--- src/rtl/pts_pkg.sv ---
// Shared types and constants for the pump transfer and stir sequencer.
`timescale 1ns / 1ps
`default_nettype none
package pts_pkg;

    localparam logic [9:0] MS_PER_S = 10'd1000;

    // command codes
    localparam logic [2:0] FUNC_UPDATE      = 3'd0;
    localparam logic [2:0] FUNC_XFER_START  = 3'd1;
    localparam logic [2:0] FUNC_XFER_STOP   = 3'd2;
    localparam logic [2:0] FUNC_STIR_START  = 3'd3;
    localparam logic [2:0] FUNC_STIR_STOP   = 3'd4;
    localparam logic [2:0] FUNC_STOP_ALL    = 3'd5;

    // configuration register indexes
    localparam logic [1:0] REG_TARGET_LITRES = 2'd0;
    localparam logic [1:0] REG_STIR_ON_SEC   = 2'd1;
    localparam logic [1:0] REG_STIR_OFF_SEC  = 2'd2;

    typedef enum logic [1:0] {
        XFER_INACTIVE = 2'd0,
        XFER_RUNNING  = 2'd1,
        XFER_DONE     = 2'd2
    } pts_xfer_t;

    typedef enum logic [1:0] {
        STIR_INACTIVE  = 2'd0,
        STIR_ON        = 2'd1,
        STIR_PAUSE     = 2'd2,
        STIR_SUSPENDED = 2'd3
    } pts_stir_t;

    typedef enum logic [1:0] {
        PUMP_NONE = 2'd0,
        PUMP_OFF  = 2'd1,
        PUMP_ON   = 2'd2
    } pts_pump_t;

    typedef enum logic [1:0] {
        VALVE_NONE     = 2'd0,
        VALVE_STIR     = 2'd1,
        VALVE_TRANSFER = 2'd2
    } pts_valve_t;

    typedef struct packed {
        logic [15:0] target_litres;
        logic [15:0] stir_on_seconds;
        logic [15:0] stir_off_seconds;
    } pts_cfg_t;

    typedef struct packed {
        logic [2:0]  func;
        logic [31:0] time_ms;
        logic [31:0] session_volume;
        logic        pump_feedback;
        logic        valve_feedback;
    } pts_item_t;

    typedef struct packed {
        pts_pump_t          pump_drive;
        pts_valve_t         valve_drive;
        pts_xfer_t          transfer_status;
        pts_stir_t          stir_status;
        logic               manual_transfer;
        logic signed [31:0] moved_volume;
        logic [25:0]        stir_remaining_ms;
    } pts_result_t;

endpackage
`default_nettype wire

--- src/rtl/pts_cfg_regs.sv ---
// Configuration register file for the sequencer limits.
`timescale 1ns / 1ps
`default_nettype none
module pts_cfg_regs (
    input  wire logic              aclk,
    input  wire logic              aresetn,
    input  wire logic              wr_en,
    input  wire logic [1:0]        wr_index,
    input  wire logic [15:0]       wr_data,
    output pts_pkg::pts_cfg_t      cfg
);
    import pts_pkg::*;

    pts_cfg_t cfg_reg;
    pts_cfg_t cfg_next;

    always_comb begin
        cfg_next = cfg_reg;
        if (wr_en) begin
            unique case (wr_index)
                REG_TARGET_LITRES: cfg_next.target_litres    = wr_data;
                REG_STIR_ON_SEC:   cfg_next.stir_on_seconds  = wr_data;
                REG_STIR_OFF_SEC:  cfg_next.stir_off_seconds = wr_data;
                default: ;
            endcase
        end
    end

    always_ff @(posedge aclk) begin
        if (!aresetn) begin
            cfg_reg <= '0;
        end else begin
            cfg_reg <= cfg_next;
        end
    end

    assign cfg = cfg_reg;

endmodule
`default_nettype wire

--- src/rtl/pts_core.sv ---
// Transfer and stir automata: state registers and one-step next-state logic.
`timescale 1ns / 1ps
`default_nettype none
module pts_core (
    input  wire logic              aclk,
    input  wire logic              aresetn,
    input  wire logic              advance,
    input  wire pts_pkg::pts_item_t item,
    input  wire pts_pkg::pts_cfg_t cfg,
    output pts_pkg::pts_result_t   result
);
    import pts_pkg::*;

    pts_xfer_t   xfer_reg,   xfer_next;
    pts_stir_t   stir_reg,   stir_next;
    logic        manual_reg, manual_next;
    logic [31:0] start_vol_reg, start_vol_next;
    logic [31:0] moved_reg,  moved_next;
    logic [31:0] phase_ms_reg, phase_ms_next;
    logic [15:0] target_reg, target_next;
    logic [25:0] on_ms_reg,  on_ms_next;
    logic [25:0] off_ms_reg, off_ms_next;

    pts_pump_t   pump_cmd;
    pts_valve_t  valve_cmd;
    logic        pump_run;
    logic        valve_xfer;
    logic        moving;
    logic [32:0] diff;
    logic [31:0] elapsed;
    logic [31:0] elapsed_out;
    logic [25:0] phase_len;
    logic [25:0] remaining;

    always_comb begin
        xfer_next      = xfer_reg;
        stir_next      = stir_reg;
        manual_next    = manual_reg;
        start_vol_next = start_vol_reg;
        moved_next     = moved_reg;
        phase_ms_next  = phase_ms_reg;
        target_next    = target_reg;
        on_ms_next     = on_ms_reg;
        off_ms_next    = off_ms_reg;
        pump_cmd       = PUMP_NONE;
        valve_cmd      = VALVE_NONE;
        pump_run       = 1'b0;
        valve_xfer     = 1'b0;
        moving         = 1'b0;
        diff           = '0;
        elapsed        = '0;

        unique case (item.func)
            FUNC_UPDATE: begin
                // done closes here; a suspended stir resumes
                if (xfer_next == XFER_DONE) begin
                    pump_cmd  = PUMP_OFF;
                    valve_cmd = VALVE_STIR;
                    xfer_next = XFER_INACTIVE;
                    if (stir_next == STIR_SUSPENDED) begin
                        stir_next     = STIR_ON;
                        phase_ms_next = item.time_ms;
                        pump_cmd      = PUMP_ON;
                    end
                end
                pump_run   = (pump_cmd == PUMP_NONE) ? item.pump_feedback
                                                     : (pump_cmd == PUMP_ON);
                valve_xfer = (valve_cmd == VALVE_NONE) ? item.valve_feedback
                                                       : (valve_cmd == VALVE_TRANSFER);
                moving     = pump_run && valve_xfer;

                if (moving && (xfer_next == XFER_INACTIVE) && !manual_next) begin
                    manual_next    = 1'b1;
                    start_vol_next = item.session_volume;
                    moved_next     = '0;
                end
                if (manual_next && !moving) begin
                    manual_next = 1'b0;
                end
                if (moving) begin
                    diff = {1'b0, item.session_volume} - {1'b0, start_vol_next};
                    if (diff[32] != diff[31]) begin
                        moved_next = diff[32] ? 32'h8000_0000 : 32'h7FFF_FFFF;
                    end else begin
                        moved_next = diff[31:0];
                    end
                end

                if (xfer_next == XFER_RUNNING &&
                    $signed(moved_next) >= $signed({8'd0, target_next, 8'd0})) begin
                    pump_cmd  = PUMP_OFF;
                    valve_cmd = VALVE_STIR;
                    xfer_next = XFER_DONE;
                end

                elapsed = item.time_ms - phase_ms_next;
                if (stir_next == STIR_ON) begin
                    if (elapsed >= {6'd0, on_ms_next}) begin
                        pump_cmd      = PUMP_OFF;
                        stir_next     = STIR_PAUSE;
                        phase_ms_next = item.time_ms;
                    end
                end else if (stir_next == STIR_PAUSE) begin
                    if (elapsed >= {6'd0, off_ms_next}) begin
                        valve_cmd     = VALVE_STIR;
                        pump_cmd      = PUMP_ON;
                        stir_next     = STIR_ON;
                        phase_ms_next = item.time_ms;
                    end
                end
            end
            FUNC_XFER_START: begin
                if (xfer_reg != XFER_RUNNING) begin
                    target_next    = cfg.target_litres;
                    start_vol_next = item.session_volume;
                    xfer_next      = XFER_RUNNING;
                    moved_next     = '0;
                    valve_cmd      = VALVE_TRANSFER;
                    pump_cmd       = PUMP_ON;
                    if (stir_reg == STIR_ON || stir_reg == STIR_PAUSE) begin
                        stir_next = STIR_SUSPENDED;
                    end
                end
            end
            FUNC_XFER_STOP: begin
                if (xfer_reg != XFER_INACTIVE) begin
                    pump_cmd  = PUMP_OFF;
                    valve_cmd = VALVE_STIR;
                    xfer_next = XFER_INACTIVE;
                    if (stir_reg == STIR_SUSPENDED) begin
                        stir_next     = STIR_ON;
                        phase_ms_next = item.time_ms;
                        pump_cmd      = PUMP_ON;
                    end
                end
            end
            FUNC_STIR_START: begin
                if (stir_reg == STIR_INACTIVE) begin
                    on_ms_next    = {10'd0, cfg.stir_on_seconds}  * {16'd0, MS_PER_S};
                    off_ms_next   = {10'd0, cfg.stir_off_seconds} * {16'd0, MS_PER_S};
                    phase_ms_next = item.time_ms;
                    if (xfer_reg == XFER_RUNNING) begin
                        stir_next = STIR_SUSPENDED;
                    end else begin
                        stir_next = STIR_ON;
                        valve_cmd = VALVE_STIR;
                        pump_cmd  = PUMP_ON;
                    end
                end
            end
            FUNC_STIR_STOP: begin
                if (stir_reg != STIR_INACTIVE) begin
                    if (xfer_reg != XFER_RUNNING) begin
                        pump_cmd = PUMP_OFF;
                    end
                    stir_next = STIR_INACTIVE;
                end
            end
            FUNC_STOP_ALL: begin
                if (!(xfer_reg == XFER_INACTIVE && stir_reg == STIR_INACTIVE)) begin
                    if (xfer_reg == XFER_RUNNING) begin
                        pump_cmd  = PUMP_OFF;
                        valve_cmd = VALVE_STIR;
                    end else if (stir_reg == STIR_ON) begin
                        pump_cmd = PUMP_OFF;
                    end
                    xfer_next = XFER_INACTIVE;
                    stir_next = STIR_INACTIVE;
                end
            end
            default: ;
        endcase
    end

    // remaining time of the current stir phase, from the post-step state
    always_comb begin
        elapsed_out = item.time_ms - phase_ms_next;
        phase_len   = (stir_next == STIR_ON) ? on_ms_next : off_ms_next;
        remaining   = '0;
        if (stir_next == STIR_ON || stir_next == STIR_PAUSE) begin
            if (elapsed_out < {6'd0, phase_len}) begin
                remaining = phase_len - elapsed_out[25:0];
            end
        end
    end

    always_comb begin
        result.pump_drive        = pump_cmd;
        result.valve_drive       = valve_cmd;
        result.transfer_status   = xfer_next;
        result.stir_status       = stir_next;
        result.manual_transfer   = manual_next;
        result.moved_volume      = moved_next;
        result.stir_remaining_ms = remaining;
    end

    always_ff @(posedge aclk) begin
        if (!aresetn) begin
            xfer_reg      <= XFER_INACTIVE;
            stir_reg      <= STIR_INACTIVE;
            manual_reg    <= 1'b0;
            start_vol_reg <= '0;
            moved_reg     <= '0;
            phase_ms_reg  <= '0;
            target_reg    <= '0;
            on_ms_reg     <= '0;
            off_ms_reg    <= '0;
        end else if (advance) begin
            xfer_reg      <= xfer_next;
            stir_reg      <= stir_next;
            manual_reg    <= manual_next;
            start_vol_reg <= start_vol_next;
            moved_reg     <= moved_next;
            phase_ms_reg  <= phase_ms_next;
            target_reg    <= target_next;
            on_ms_reg     <= on_ms_next;
            off_ms_reg    <= off_ms_next;
        end
    end

endmodule
`default_nettype wire

--- src/rtl/pump_transfer_and_stir_sequencer.sv ---
// Top level of the pump transfer and stir sequencer: stream ports and beat registers.
// A beat goes from the input register through the step logic to the result register.
// Throughput: one beat per cycle while the output is not stalled; the input register
// feeds the step logic, whose result and next state are registered at the same edge.
// Reset: synchronous, active low; clears both automata, volumes, latched
// limits, the configuration registers and the valid flags of both beat registers.
`timescale 1ns / 1ps
`default_nettype none
module pump_transfer_and_stir_sequencer (
    input  wire logic        aclk,
    input  wire logic        aresetn,
    // input stream
    input  wire logic        s_tvalid,
    output      logic        s_tready,
    input  wire logic [71:0] s_tdata,   // time_ms, session_volume, pump_feedback,
                                        // valve_feedback, zero pad
    input  wire logic [2:0]  s_tuser,   // func
    // result stream
    output      logic        m_tvalid,
    input  wire logic        m_tready,
    output      logic [71:0] m_tdata,   // pump_drive, valve_drive, transfer_status,
                                        // stir_status, manual_transfer, moved_volume,
                                        // stir_remaining_ms, zero pad
    // configuration
    input  wire logic        cfg_valid,
    output      logic        cfg_ready,
    input  wire logic [1:0]  cfg_index,
    input  wire logic [15:0] cfg_data
);
    import pts_pkg::*;

    logic        s1_vld_reg;
    pts_item_t   s1_item_reg;
    logic        m_vld_reg;
    pts_result_t m_res_reg;
    logic        s1_move;
    pts_cfg_t    cfg;
    pts_result_t step_res;
    pts_item_t   in_item;

    assign cfg_ready = 1'b1;

    pts_cfg_regs u_cfg (
        .aclk     (aclk),
        .aresetn  (aresetn),
        .wr_en    (cfg_valid),
        .wr_index (cfg_index),
        .wr_data  (cfg_data),
        .cfg      (cfg)
    );

    always_comb begin
        in_item.func           = s_tuser;
        in_item.time_ms        = s_tdata[31:0];
        in_item.session_volume = s_tdata[63:32];
        in_item.pump_feedback  = s_tdata[64];
        in_item.valve_feedback = s_tdata[65];
    end

    assign s1_move  = s1_vld_reg && (!m_vld_reg || m_tready);
    assign s_tready = !s1_vld_reg || s1_move;

    pts_core u_core (
        .aclk    (aclk),
        .aresetn (aresetn),
        .advance (s1_move),
        .item    (s1_item_reg),
        .cfg     (cfg),
        .result  (step_res)
    );

    always_ff @(posedge aclk) begin
        if (!aresetn) begin
            s1_vld_reg <= 1'b0;
            m_vld_reg  <= 1'b0;
        end else begin
            if (s_tready) begin
                s1_vld_reg <= s_tvalid;
            end
            if (s1_move) begin
                m_vld_reg <= 1'b1;
            end else if (m_tready) begin
                m_vld_reg <= 1'b0;
            end
        end
    end

    always_ff @(posedge aclk) begin
        if (s_tready && s_tvalid) begin
            s1_item_reg <= in_item;
        end
        if (s1_move) begin
            m_res_reg <= step_res;
        end
    end

    assign m_tvalid = m_vld_reg;
    assign m_tdata  = {5'd0,
                       m_res_reg.stir_remaining_ms,
                       m_res_reg.moved_volume,
                       m_res_reg.manual_transfer,
                       m_res_reg.stir_status,
                       m_res_reg.transfer_status,
                       m_res_reg.valve_drive,
                       m_res_reg.pump_drive};

    a_ready_when_free: assert property (@(posedge aclk) disable iff (!aresetn)
        (!m_vld_reg || m_tready) |-> s_tready)
        else $error("input stalled while output side free");

    a_step_gives_beat: assert property (@(posedge aclk) disable iff (!aresetn)
        s1_move |=> m_vld_reg)
        else $error("step taken without result beat");

    a_remaining_only_in_phase: assert property (@(posedge aclk) disable iff (!aresetn)
        (m_vld_reg && m_res_reg.stir_remaining_ms != 26'd0) |->
        (m_res_reg.stir_status == STIR_ON || m_res_reg.stir_status == STIR_PAUSE))
        else $error("stir time reported outside on or pause");

    a_stall_needs_full: assert property (@(posedge aclk) disable iff (!aresetn)
        !s_tready |-> (s1_vld_reg && m_vld_reg && !m_tready))
        else $error("input stalled with a free slot");

endmodule
`default_nettype wire

--- config.mk ---
export PLATFORM = sky130hd
export DESIGN_NAME = pump_transfer_and_stir_sequencer
export DESIGN_NICKNAME = d
export VERILOG_FILES = /design/src/rtl/pts_pkg.sv /design/src/rtl/pts_cfg_regs.sv /design/src/rtl/pts_core.sv /design/src/rtl/pump_transfer_and_stir_sequencer.sv
export SDC_FILE = /design/constraint.sdc
export NUM_CORES = 2
export LEC_CHECK = 0
export ABC_CLOCK_PERIOD_IN_PS = 10260
export BUFFER_PORTS_ARGS = -buffer_cell sky130_fd_sc_hd__buf_2
export CORE_ASPECT_RATIO = 0.5
export CORE_MARGIN = 1.5
export CORE_UTILIZATION = 57
export CTS_CLUSTER_DIAMETER = 40
export DETAILED_ROUTE_END_ITERATION = 10
export MAX_ROUTING_LAYER = met4
export PLACE_DENSITY = 0.75
export SLEW_MARGIN = 20
export SYNTH_ARGS = -nofsm -noshare
export SYNTH_HDL_FRONTEND = slang
export SYNTH_SLANG_ARGS = --single-unit
--- constraint.sdc ---
create_clock -name aclk -period 10.26 [get_ports aclk]
set_input_delay 0 -clock aclk [delete_from_list [all_inputs] [get_ports aclk]]
set_output_delay 0 -clock aclk [all_outputs]
set_load 0.03 [all_outputs]
==> impl_results.md <==
* Status: finished, violations left
* Violated checks: setup timing
* Antenna violations before repair at 0
* Combinational family with the most area after synthesis: compound AO/OA/AOI/OAI gates
* Number of global-route vias before repair at 26900
* Die width at 332 um
* Compound-Gate Fraction of Synth Area at 21.9%
* Fin worst setup slack at -0.320 ns
* Main flop type after synthesis: sky130_fd_sc_hd__dfxtp_1
* Pre-antenna DRT Iters at 6
* Most Frequent Cell on Critical Path: sky130_fd_sc_hd__o21a_1
* LEAKAGE at 16.5 nW
* Number of design-rule violations left by the first detailed-router iteration at 2550
* Wire length of the first global-routing pass at 146000 um
* Max-Cap Viols at 0
* Cell Count Post-Placement at 4502
* Dominant cells by area after synthesis: sky130_fd_sc_hd__dfxtp_1 (14%), sky130_fd_sc_hd__edfxtp_1 (13%), sky130_fd_sc_hd__ha_1 (13%), sky130_fd_sc_hd__fa_1 (7.3%), sky130_fd_sc_hd__nand2_1 (5.3%)
* Detailed-route wire length at 92500 um
* Total buffers and inverters traversed by the critical path at 6
* Worst rel slew slack at 28.9%
* Post-Place Cell Area at 0.0343 mm2
* Data required time at the worst endpoint at 10.68 ns
* Setup crit start kind: register
* Summed area of non-filler cells in the final layout at 0.0377 mm2
* Share of the clock period used by the worst path at 103%
* Number of nets with antenna violations after detailed routing at 0
* Basic-gate share of the synthesized area counting and, or, nand and nor cells at 13.8%
* Classification of the worst-slack hold path: in -> reg
* Tmin final at 10.58 ns
* Setup repair after global routing missed its margin: yes
* DR WL/cell at 19.6 um
* Detailed Place HPWL at 68000 um
* IO Pins at 173
* All-Layer GR Usage at 33.5%
* # rows at 59
* Largest delay share family, worst path: compound AO/OA/AOI/OAI gates
* Residual overflow from global routing at 0
* Slowest CP cell: sky130_fd_sc_hd__or4b_4
* Clock tree from TritonCTS: built
* Number of buffers created by CTS at 41
* Die H at 167 um
* Die outline area at 0.0555 mm2
* Share of cells above drive strength 1 at 21.0%
* Post-route total power at 5.09 mW
* Achievable frequency at 94.5 MHz
* Net count reported at finish at 4502
* Maximum number of pins on one net before global-route repair at 86
* Slew at the pin closest to its max-slew limit at 1.07 ns
* Proportion of netlist area held by the largest area contributor at 14.2%
* Number of pins with negative max-slew slack in the final report at 0
* Insertion delay of the later-clocked pin in the worst-skew pair at 0.59 ns
* Synth Warn # at 0
* Xor and xnor area share after synthesis at 3.70%
* Filler cell count at 4047
* Worst supply voltage drop on vdd at 0.143 mV
* Number of remaining DRC errors at 0
* Synth Area per Inst at 8.87 um2
* Final Hold Vio Count at 0
* RD Place Congestion at 1.01
* Synth Area in Adders at 20.8%
* Via Count at 28100
* Storage element area at 0.00847 mm2
* Arr. time, crit path at 11.00 ns
* Async SR Flop Fraction at 0%
* Post-synthesis sequential area ratio at 27.5%
* Relative area change from synthesis to final layout at 22.4%
* Clock sinks at 355
* Setup violations, final at 26
* Post-synthesis cell count at 3470
* Multi-input combinational cell area at 0.0214 mm2
* Critical path type: reg -> reg
* Master cell of the clock root buffer: sky130_fd_sc_hd__clkbuf_16
* Initial Util at 58.5%
* Clock-pin slew on the worst setup and hold paths at 0.07 ns
* Total power density per cell area at 135 mW/mm2
* Post-Route Skew at 0.0273 ns
* Number of distinct library cell variants in the gate-level netlist after synthesis at 104
* #FFs+latches synth at 355
* Pre-CTS setup slack at -0.934 ns
* Via/cell ratio at 5.97
* Dominant cell type by area after synthesis: sky130_fd_sc_hd__dfxtp_1
* Area inside the core boundary at 0.0526 mm2
* Area of the mapped netlist at 0.0308 mm2
* Max FFs per register at 69
* Kind of end point of the critical path: register
* CTS HTree Levels at 2
* Count of buffers inserted at the top-level ports at 160
* Mux contribution to synthesized area at 6.69%
* Maximum fanout along the worst path at 8
* EDFF count, synth at 136
* Buffer levels on the longest clock path at 3
* Final instance count without filler cells at 4707
* Largest incremental delay on the critical path at 0.56 ns
-- worst paths after layout --
kind | endpoint | slack, ns | cells after the start | start
max | m_tdata[46] | -0.32 | 54 | u_core.xfer_reg[1]
min reg2reg | u_core.start_vol_reg[31] | 0.46 | 2 | u_core.start_vol_reg[31]
min | u_cfg.cfg[36] | 0.03 | 5 | cfg_valid
max reg2reg | m_tdata[46] | -0.32 | 54 | u_core.xfer_reg[1]
-- metrics by stage --
stage / hold WS [ns] / setup TNS, ns / util [%]
after global placement: 0.176 / -11.37 / 65.3
after detailed placement: 0.178 / -22.01 / 65.3
final: 0.0345 / -6.85 / 71.6
after CTS: 0.00156 / -4.05 / 70.9
after floorplan: 0.0989 / 0 / -
after global routing: 0.0331 / -17.50 / 71.6
-- placed cells by master, fill, tap and decap left out, drive strengths merged, types with 91 or more instances in the layout --
cell	netlist	layout
ha	320	320
edfxtp	136	136
mux2i	101	101
fa	112	112
nand2	437	438
dfxtp	219	219
o21ai	175	175
nor2	227	227
dlygate4sd3	0	91
buf	36	538
inv	240	251
a21oi	294	294
-- what timing repair did --
item | CTS | global route
resized for setup | 107 | 65
gates cloned | 4 | 0
setup endpoints to repair | 26 | 26
hold buffers | 91 | 0
setup buffers | 24 | 12
pin swaps | 59 | 40
endpoints found under the hold margin | 119 | 0
-- cell families (layout without fill, tap and decap cells) --
logic type,count (synthesis),in the layout
AO/OA/AOI/OAI,988,988
XOR/XNOR,130,130
adder cells (fa/ha/maj),446,446
buffers and inverters,416,946
flip-flops,355,355
multiplexers,179,179
other,2,7
AND/OR/NAND/NOR,954,955
-- area by class of cell --
type                    instances  share of cell area [%]
diodes                          1                 0.00664
multi-input cells            2704                    56.8
clock inverters                27                   0.694
repair buffers                629                    12.4
inverters                     241                    2.41
flip-flops and latches        355                    22.5
clock buffers                  49                    2.91
well taps                     701                    2.33
-- synth_stat cells (all sizes together) (31+ instances only) --
cell / number
a211oi: 31
a21boi: 35
a21o: 81
a21oi: 294
a31o: 32
buf: 36
clkbuf: 139
dfxtp: 219
edfxtp: 136
fa: 112
ha: 320
inv: 240
mux2: 63
mux2i: 101
nand2: 437
nand2b: 40
nand3: 65
nor2: 227
nor3: 56
o21a: 68
o21ai: 175
o221ai: 38
xnor2: 84
xor2: 46
-- power breakdown --
group | internal [mW] | leakage [nW] | switching (mW) | total [mW]
sequential | 1.52 | 3.07 | 0.0556 | 1.58
clock | 0.816 | 0.644 | 0.686 | 1.50
combinational | 0.899 | 12.8 | 1.11 | 2.01
-- layer usage --
metal  vias to the layer above  part of all wire [%]  routed length [um]  global-route usage (%)
met2                       973                    46               42200                    53.2
met4                         0                   2.3                2170                    8.36
met1                     13500                    45               41400                    44.7
li1                      13400                     -                   -                       -
met5                         -                     0                   0                       -
met3                       143                   7.2                6690                    5.50
-- worst register-to-register path, delay by kind of cell, from the launching register on --
kind                     cells  cell delay, ns
multiplexers                 1            0.22
adder cells (fa/ha/maj)      4            0.93
buffers and inverters        6            0.82
flip-flops                   1            0.33
XOR/XNOR                     2            0.35
AND/OR/NAND/NOR             13            2.64
AO/OA/AOI/OAI               28            5.10
(Power assumes the default switching activity.)
